<file path="config.mk">
export PLATFORM = sky130hd
export DESIGN_NAME = tiled_3d_cell_address
export DESIGN_NICKNAME = d
export VERILOG_FILES = /design/src/rtl/core/tca_pkg.sv /design/src/rtl/core/tca_div_stage.sv /design/src/rtl/core/tca_index.sv /design/src/rtl/core/tiled_3d_cell_address.sv
export SDC_FILE = /design/constraint.sdc
export NUM_CORES = 2
export LEC_CHECK = 0
export BUFFER_PORTS_ARGS = -buffer_cell sky130_fd_sc_hd__buf_2
export CAP_MARGIN = 25
export CORE_AREA = 2 2 543 545
export CTS_CLUSTER_SIZE = 25
export DETAILED_ROUTE_END_ITERATION = 10
export DIE_AREA = 0 0 545 547
export PLACE_DENSITY_LB_ADDON = 0.12
export SETUP_SLACK_MARGIN = 0.5
export SYNTH_ARGS = -nofsm -noshare
export SYNTH_HDL_FRONTEND = slang
export SYNTH_HIERARCHICAL = 1
export SYNTH_SLANG_ARGS = --single-unit
</file>
<file path="constraint.sdc">
create_clock -name clk -period 62.5 [get_ports clk]
set_input_delay 12.5 -clock clk [delete_from_list [all_inputs] [get_ports clk]]
set_output_delay 12.5 -clock clk [all_outputs]
set_load 0.02 [all_outputs]
</file>
<file path="src/rtl/core/tca_pkg.sv">
// ----------------------------------------------------------------------------
// tca_pkg
// Shared constants for the tiled 3-D cell address translator.
// ----------------------------------------------------------------------------
package tca_pkg;

  // Parameter defaults
  localparam int COORD_BITS_DEF    = 32;
  localparam int TILE_DIM_BITS_DEF = 8;

  // Fixed field widths
  localparam int CHAN_W  = 8;
  localparam int FIELD_W = 32;
  localparam int INDEX_W = 24;
  localparam int REG_W   = 9;
  localparam int CFG_IDX_W = 2;

  // Register indexes
  localparam logic [CFG_IDX_W-1:0] REG_TILE_X = 2'd0;
  localparam logic [CFG_IDX_W-1:0] REG_TILE_Y = 2'd1;
  localparam logic [CFG_IDX_W-1:0] REG_TILE_Z = 2'd2;

  localparam logic [REG_W-1:0] TILE_SIZE_RESET = 9'd16;

  // Divider stage grouping: quotient bits resolved per stage
  localparam int DIV_STEPS = 4;

  // Stream widths
  localparam int S_TDATA_W = 104;  // 8 + 3*32
  localparam int M_TDATA_W = 128;  // 8 + 3*32 + 24

endpackage

</file>
<file path="src/rtl/core/tca_div_stage.sv">
// ----------------------------------------------------------------------------
// tca_div_stage
// One stage of the pipelined restoring divider, DIV_STEPS quotient bits on
// each of the three axes.
// ----------------------------------------------------------------------------
module tca_div_stage
  import tca_pkg::*;
#(
  parameter int TDB = TILE_DIM_BITS_DEF,
  parameter int PAD = COORD_BITS_DEF
) (
  input  logic              clk,
  input  logic              rst,
  input  logic              in_valid,
  output logic              in_ready,
  input  logic [CHAN_W-1:0] in_chan,
  input  logic [2:0]        in_neg,
  input  logic [PAD-1:0]    in_num [3],
  input  logic [TDB-1:0]    in_rem [3],
  input  logic [TDB:0]      dsr    [3],
  output logic              out_valid,
  input  logic              out_ready,
  output logic [CHAN_W-1:0] out_chan,
  output logic [2:0]        out_neg,
  output logic [PAD-1:0]    out_num [3],
  output logic [TDB-1:0]    out_rem [3]
);

  logic           adv;
  logic [PAD-1:0] num_next [3];
  logic [TDB-1:0] rem_next [3];

  assign adv      = !out_valid || out_ready;
  assign in_ready = adv;

  // Shift-subtract steps, one quotient bit each
  always_comb begin
    logic [TDB:0]   trial;
    logic [PAD-1:0] n;
    logic [TDB-1:0] r;
    for (int a = 0; a < 3; a++) begin
      n = in_num[a];
      r = in_rem[a];
      for (int s = 0; s < DIV_STEPS; s++) begin
        trial = {r, n[PAD-1]};
        n     = {n[PAD-2:0], 1'b0};
        if (trial >= dsr[a]) begin
          trial = trial - dsr[a];
          n[0]  = 1'b1;
        end
        r = trial[TDB-1:0];
      end
      num_next[a] = n;
      rem_next[a] = r;
    end
  end

  always_ff @(posedge clk) begin
    if (rst) begin
      out_valid <= 1'b0;
    end else if (adv) begin
      out_valid <= in_valid;
    end
  end

  always_ff @(posedge clk) begin
    if (adv) begin
      out_chan <= in_chan;
      out_neg  <= in_neg;
      out_num  <= num_next;
      out_rem  <= rem_next;
    end
  end

endmodule

</file>
<file path="src/rtl/core/tca_index.sv">
// ----------------------------------------------------------------------------
// tca_index
// Floor correction for negative coordinates, then the two-step multiply-add
// that forms the in-tile cell index, with the output register.
// ----------------------------------------------------------------------------
module tca_index
  import tca_pkg::*;
#(
  parameter int CB  = COORD_BITS_DEF,
  parameter int TDB = TILE_DIM_BITS_DEF,
  parameter int PAD = COORD_BITS_DEF
) (
  input  logic               clk,
  input  logic               rst,
  input  logic               in_valid,
  output logic               in_ready,
  input  logic [CHAN_W-1:0]  in_chan,
  input  logic [2:0]         in_neg,
  input  logic [PAD-1:0]     in_num [3],
  input  logic [TDB-1:0]     in_rem [3],
  input  logic [TDB:0]       dsr    [3],
  output logic               out_valid,
  input  logic               out_ready,
  output logic [CHAN_W-1:0]  out_chan,
  output logic [FIELD_W-1:0] out_tile [3],
  output logic [INDEX_W-1:0] out_index
);

  localparam int TW = 2 * TDB;
  localparam int IW = 3 * TDB;

  logic adv_a, adv_b, adv_c;
  logic vld_a, vld_b;

  // stage A: tile and offset
  logic [CHAN_W-1:0]  chan_a;
  logic [FIELD_W-1:0] tile_a [3];
  logic [TDB-1:0]     off_a  [3];
  // stage B: oz*sy + oy
  logic [CHAN_W-1:0]  chan_b;
  logic [FIELD_W-1:0] tile_b [3];
  logic [TDB-1:0]     ox_b;
  logic [TW-1:0]      part_b;
  logic [TW:0]        part_next;
  logic [IW:0]        full_next;

  assign adv_c    = !out_valid || out_ready;
  assign adv_b    = !vld_b || adv_c;
  assign adv_a    = !vld_a || adv_b;
  assign in_ready = adv_a;

  always_ff @(posedge clk) begin
    if (rst) begin
      vld_a     <= 1'b0;
      vld_b     <= 1'b0;
      out_valid <= 1'b0;
    end else begin
      if (adv_a) vld_a <= in_valid;
      if (adv_b) vld_b <= vld_a;
      if (adv_c) out_valid <= vld_b;
    end
  end

  // Negative coordinates were divided as ~c: floor is ~q, offset d-1-r
  always_ff @(posedge clk) begin
    logic [CB-1:0] q;
    if (adv_a) begin
      chan_a <= in_chan;
      for (int a = 0; a < 3; a++) begin
        q = in_neg[a] ? ~in_num[a][CB-1:0] : in_num[a][CB-1:0];
        tile_a[a] <= FIELD_W'(signed'(q));
        off_a[a]  <= in_neg[a] ? TDB'(dsr[a] - (TDB+1)'(1) - (TDB+1)'(in_rem[a]))
                               : in_rem[a];
      end
    end
  end

  assign part_next = (TW+1)'(off_a[2]) * (TW+1)'(dsr[1]) + (TW+1)'(off_a[1]);
  assign full_next = (IW+1)'(part_b) * (IW+1)'(dsr[0]) + (IW+1)'(ox_b);

  always_ff @(posedge clk) begin
    if (adv_b) begin
      chan_b <= chan_a;
      tile_b <= tile_a;
      ox_b   <= off_a[0];
      part_b <= part_next[TW-1:0];
    end
  end

  always_ff @(posedge clk) begin
    if (adv_c) begin
      out_chan  <= chan_b;
      out_tile  <= tile_b;
      out_index <= INDEX_W'(full_next[IW-1:0]);
    end
  end

endmodule

</file>
<file path="src/rtl/core/tiled_3d_cell_address.sv">
// Path: input register, the divider stages, then tca_index stages A, B and the output register.
// Throughput: one coordinate triple per cycle; each divider stage resolves
// four quotient bits per axis, and every stage stalls only when full and blocked.
// Reset: synchronous, clears all valid bits and sets every tile size to 16.
// Tile sizes are read live; write them only while the pipeline is empty.
// ----------------------------------------------------------------------------
// tiled_3d_cell_address
// Splits signed 3-D cell coordinates into tile coordinates (floor quotient)
// and a linear in-tile cell index.
// ----------------------------------------------------------------------------
module tiled_3d_cell_address
  import tca_pkg::*;
#(
  parameter int COORD_BITS    = COORD_BITS_DEF,
  parameter int TILE_DIM_BITS = TILE_DIM_BITS_DEF
) (
  input  logic                 clk,
  input  logic                 rst,
  input  logic                 cfg_write,
  input  logic [CFG_IDX_W-1:0] cfg_index,
  input  logic [REG_W-1:0]     cfg_data,
  input  logic                 s_axis_tvalid,
  output logic                 s_axis_tready,
  // channel_in[7:0], coord_x[39:8], coord_y[71:40], coord_z[103:72]
  input  logic [S_TDATA_W-1:0] s_axis_tdata,
  output logic                 m_axis_tvalid,
  input  logic                 m_axis_tready,
  // channel_out[7:0], tile_x[39:8], tile_y[71:40], tile_z[103:72],
  // cell_index[127:104]
  output logic [M_TDATA_W-1:0] m_axis_tdata
);

  localparam int TDB   = TILE_DIM_BITS;
  localparam int CB    = COORD_BITS;
  localparam int NDIV  = (CB + DIV_STEPS - 1) / DIV_STEPS;
  localparam int PAD   = NDIV * DIV_STEPS;
  localparam int SW    = 11;
  localparam logic [SW-1:0] LIM = SW'(1) << TDB;

  // Configuration registers
  logic [REG_W-1:0] size_reg [3];
  logic [TDB:0]     dsr [3];

  always_ff @(posedge clk) begin
    if (rst) begin
      size_reg[0] <= TILE_SIZE_RESET;
      size_reg[1] <= TILE_SIZE_RESET;
      size_reg[2] <= TILE_SIZE_RESET;
    end else if (cfg_write) begin
      case (cfg_index)
        REG_TILE_X: size_reg[0] <= cfg_data;
        REG_TILE_Y: size_reg[1] <= cfg_data;
        REG_TILE_Z: size_reg[2] <= cfg_data;
        default: ;
      endcase
    end
  end

  // Effective divisor: zero acts as one, clamp to 2^TDB
  always_comb begin
    logic [SW-1:0] s;
    for (int a = 0; a < 3; a++) begin
      s = SW'(size_reg[a]);
      if (s == '0) s = SW'(1);
      if (s > LIM) s = LIM;
      dsr[a] = s[TDB:0];
    end
  end

  // Input stage: sign and divider operand (~c for negative coordinates) for each axis
  logic              v0, rdy0;
  logic [CHAN_W-1:0] chan0;
  logic [2:0]        neg0;
  logic [PAD-1:0]    num0 [3];
  logic [TDB-1:0]    rem0 [3];

  assign s_axis_tready = !v0 || rdy0;

  always_ff @(posedge clk) begin
    if (rst) begin
      v0 <= 1'b0;
    end else if (s_axis_tready) begin
      v0 <= s_axis_tvalid;
    end
  end

  always_ff @(posedge clk) begin
    logic [CB-1:0] c;
    if (s_axis_tready) begin
      chan0 <= s_axis_tdata[CHAN_W-1:0];
      for (int a = 0; a < 3; a++) begin
        c = s_axis_tdata[CHAN_W + a*FIELD_W +: CB];
        neg0[a] <= c[CB-1];
        num0[a] <= PAD'(c[CB-1] ? ~c : c);
        rem0[a] <= '0;
      end
    end
  end

  // Divider pipeline
  logic              dv   [NDIV+1];
  logic              drdy [NDIV+1];
  logic [CHAN_W-1:0] dchan[NDIV+1];
  logic [2:0]        dneg [NDIV+1];
  logic [PAD-1:0]    dnum [NDIV+1][3];
  logic [TDB-1:0]    drem [NDIV+1][3];

  assign dv[0]    = v0;
  assign rdy0     = drdy[0];
  assign dchan[0] = chan0;
  assign dneg[0]  = neg0;
  assign dnum[0]  = num0;
  assign drem[0]  = rem0;

  for (genvar i = 0; i < NDIV; i++) begin : g_div
    tca_div_stage #(.TDB(TDB), .PAD(PAD)) u_stage (
      .clk      (clk),
      .rst      (rst),
      .in_valid (dv[i]),
      .in_ready (drdy[i]),
      .in_chan  (dchan[i]),
      .in_neg   (dneg[i]),
      .in_num   (dnum[i]),
      .in_rem   (drem[i]),
      .dsr      (dsr),
      .out_valid(dv[i+1]),
      .out_ready(drdy[i+1]),
      .out_chan (dchan[i+1]),
      .out_neg  (dneg[i+1]),
      .out_num  (dnum[i+1]),
      .out_rem  (drem[i+1])
    );
  end

  // Offset correction and index multiply-add
  logic [CHAN_W-1:0]  chan_o;
  logic [FIELD_W-1:0] tile_o [3];
  logic [INDEX_W-1:0] index_o;

  tca_index #(.CB(CB), .TDB(TDB), .PAD(PAD)) u_index (
    .clk      (clk),
    .rst      (rst),
    .in_valid (dv[NDIV]),
    .in_ready (drdy[NDIV]),
    .in_chan  (dchan[NDIV]),
    .in_neg   (dneg[NDIV]),
    .in_num   (dnum[NDIV]),
    .in_rem   (drem[NDIV]),
    .dsr      (dsr),
    .out_valid(m_axis_tvalid),
    .out_ready(m_axis_tready),
    .out_chan (chan_o),
    .out_tile (tile_o),
    .out_index(index_o)
  );

  assign m_axis_tdata = {index_o, tile_o[2], tile_o[1], tile_o[0], chan_o};

  // Checks
  a_reset_clears: assert property (@(posedge clk) rst |=> !m_axis_tvalid)
    else $error("output valid after reset");
  a_ready_when_empty: assert property (@(posedge clk) disable iff (rst)
    !m_axis_tvalid |-> s_axis_tready)
    else $error("input stalled with empty output");
  a_divisor_nonzero: assert property (@(posedge clk) disable iff (rst)
    dsr[0] != '0 && dsr[1] != '0 && dsr[2] != '0)
    else $error("zero effective tile size");

endmodule

</file>
==> run_results.csv <==
group,metric,value,unit
logic_synthesis,syn_inst,8875,
floorplanning,ioPinCount,250,
place,detailed_place.area,0.108,mm^2
worst_setup_path,worst_ep_arrival_time,18840,ps
logic_synthesis,synth_edf_count,1566,
clocking,clockBufferDepth,4,
detailed_routing,firstDrtPassIters,7,
logic_synthesis,synth_commonest_cells,"edfxtp_1, ha_1, inv_1",
logic_synthesis,syn-cell-area,0.102,mm^2
worst_setup_path,crit_path_start_kind,"primary input",
logic_synthesis,syn_area_per_cell,11.5,um^2
floorplanning,die_h,547,um
logic_synthesis,yosys_warnings,6,
worst_setup_path,required,50000,ps
logic_synthesis,yosysMostFrequentCell,"edfxtp_1",
logic_synthesis,synthFlopType,"edfxtp_1",
floorplanning,die_area,0.298,mm^2
final_layout,n_fill_cell,28100,
sta,tightest_slew,1070,ps
global_route,grt_max_degree,70,
detailed_routing,route.detailed.drc,0,
worst_setup_path,worstSetupEndpointType,"primary output",
global_route,grt_pass1_vias,69183,
final_layout,area_delta_synth_final,12.3,%
global_route,grt_pass1_wl,403000,um
min_path,hp-class,"flop to flop",
detailed_routing,viasPerCell,5.06,
final_layout,nets,10659,
sta,drv_slew,0,
clocking,insertion_delay,890,ps
clocking,cts_setup_buffers,0,
sta,finalCriticalPeriod,31340,ps
sta,finalHoldViolCount,0,
min_path,min_from,"g_div[3].u_stage/out_num[40]",
global_route,antenna_found_initial,13,
sta,max_freq,31.9,MHz
place,dp_hpwl,193000,um
place,routabilityCongestion,0.850,
sta,skew,72.5,ps
clocking,clock-sinks,1578,
worst_setup_path,r2r_start,"size_reg[0][8]",
worst_setup_path,rrSetupSlack,51310,ps
floorplanning,num_rows,199,
detailed_routing,ant_nets,0,
sta,finalCritPeriodShare,50.1,%
global_route,grt_usage,17.3,%
worst_setup_path,critPathKind,"primary input to primary output",
floorplanning,start_util,34.8,%
clocking,cts_resized,0,
logic_synthesis,synth_seq_cells,1578,
worst_setup_path,reg2reg_depth,37,
worst_setup_path,crit_end,"s_axis_tready",
worst_setup_path,critPathLaunch,"m_axis_tready",
worst_setup_path,worstReg2RegEnd,"g_div[4].u_stage/out_rem[23]",
sta,setup_viol,0,
detailed_routing,num_vias,67620,
clocking,ctsRootBufferMaster,"clkbuf_16",
detailed_routing,wire_per_inst,19.5,um
sta,setup_tns,0,ps
detailed_routing,drtIter0Drc,3573,
worst_setup_path,worst-path-max-fanout,49,
final_layout,reg_top3,"g_div.u_stage/out_num x768, g_div.u_stage/out_rem x192",
final_layout,drive_gt1_share,11.2,%
logic_synthesis,yosysUniqueCellTypes,113,
floorplanning,core,0.293,mm^2
detailed_routing,finalWirelength,260000,um
logic_synthesis,yosysTopAreaCell,"edfxtp_1",
clocking,cts-htree-levels,4,
run_status,status,"complete, no violations",
sta,slew_headroom,28.4,%
logic_synthesis,ys_seq_area_share,46.5,%
final_layout,regMostFlops,"g_div.u_stage/out_num",
place,port-buffer-count,249,
run,cap_violations,0,
final_layout,largest_reg_flops,768,
clocking,tritoncts,"done",
final_layout,design_area,0.114,mm^2
logic_synthesis,yosysTopAreaCellShare,46.2,%
floorplanning,die_w,545,um
clocking,ctsHoldBuffers,0,
sta,rsz0062_at_grt,"no",
logic_synthesis,async_reset_ff_share,0,%
min_path,hold_depth,0,
clocking,clkSlewWorstSetupHoldPaths,50,ps
logic_synthesis,synth_area_leaders,"edfxtp_1, ha_1, fa_1",
clocking,numCtsBuffers,184,
global_route,grt_remaining_overflow,0,
kinds of logic (layout without fill, tap and decap cells):
family | Yosys count | count (layout) | share of synthesized area [%]
fa+ha+maj | 1236 | 1236 | 17.0
compound gates | 1984 | 1984 | 13.3
other cells | 1 | 57 | 0.00369
simple gates | 2055 | 2055 | 9.79
mux | 369 | 369 | 4.01
flops | 1578 | 1578 | 46.5
xor+xnor | 641 | 641 | 5.52
buf+inv | 1011 | 1530 | 3.87
placed cells by master (no fill, tap or decap), drive strengths merged, types with 19 or more instances in the layout:
| cell | count |
|---|---|
| nor3b | 19 |
| a31oi | 47 |
| or2 | 37 |
| xnor2 | 317 |
| edfxtp | 1566 |
| nand3 | 143 |
| o221ai | 64 |
| o211ai | 78 |
| clkinv | 81 |
| nand2 | 545 |
| nor2b | 142 |
| nor2 | 532 |
| and3 | 30 |
| a21o | 176 |
| mux2 | 256 |
| a211oi | 93 |
| nand2b | 84 |
| nand4 | 70 |
| mux2i | 113 |
| o31a | 38 |
| o31ai | 43 |
| and2 | 122 |
| buf | 319 |
| or3 | 61 |
| conb | 55 |
| o21a | 200 |
| xor2 | 324 |
| ha | 986 |
| clkbuf | 218 |
| o21bai | 69 |
| inv | 884 |
| a21boi | 53 |
| nor3 | 198 |
| fa | 250 |
| a221o | 36 |
| a21oi | 486 |
| o21ai | 453 |
how the worst min path moves through the flow:
stage	endpoint
after floorplan	g_div[0].u_stage/out_chan[0]
after global placement	g_div[7].u_stage/out_num[91]
after detailed placement	g_div[0].u_stage/out_neg[1]
after CTS	g_div[5].u_stage/out_num[50]
after global routing	g_div[5].u_stage/out_num[50]
final	g_div[4].u_stage/out_num[44]
through the flow:
step                      std cells  hold WS [ps]  utilization, %  setup slack, ps
after floorplan                8929           400               -             4860
after global placement        13031           400            36.9            30940
after detailed placement      13035           405            37.0            30830
after CTS                     13366           376            39.0            30830
after global routing          13368           383            39.0            30510
final                         13369           371            39.0            31160
critical path, cell delays in order:
cell and delay [ps]:
buf_2 80, nor2b_1 90, and2_1 280, nand2_4 350, nand2b_4 360, nand2b_4 280, nand2b_4 630, nand2b_4 570
nand2b_4 750, nand2b_4 490, nand2b_4 650, nand2b_4 750, nand2b_4 580, buf_2 370
layout make-up:
type	instances	area (um^2)	share of cell area [%]
multi-input combinational	6340	50900	44.6
clock buffer	218	4780	4.19
timing repair buffer	319	1820	1.60
tap	3919	4900	4.29
clock inverter	113	1210	1.06
sequential	1578	47300	41.4
inverter	880	3320	2.90
antenna	2	5.00	0.00438
layer usage:
layer	up-vias	wire (um)	global-route usage, %
met1	32880	118000	22.7
met3	335	8290	1.87
met5	-	0	0
met2	1129	127000	30.1
met4	0	6690	4.56
li1	33276	-	-
Power is left out: the tool's default activity adds up to more than one toggle a clock period on the data nets, which glitch-free logic cannot reach.
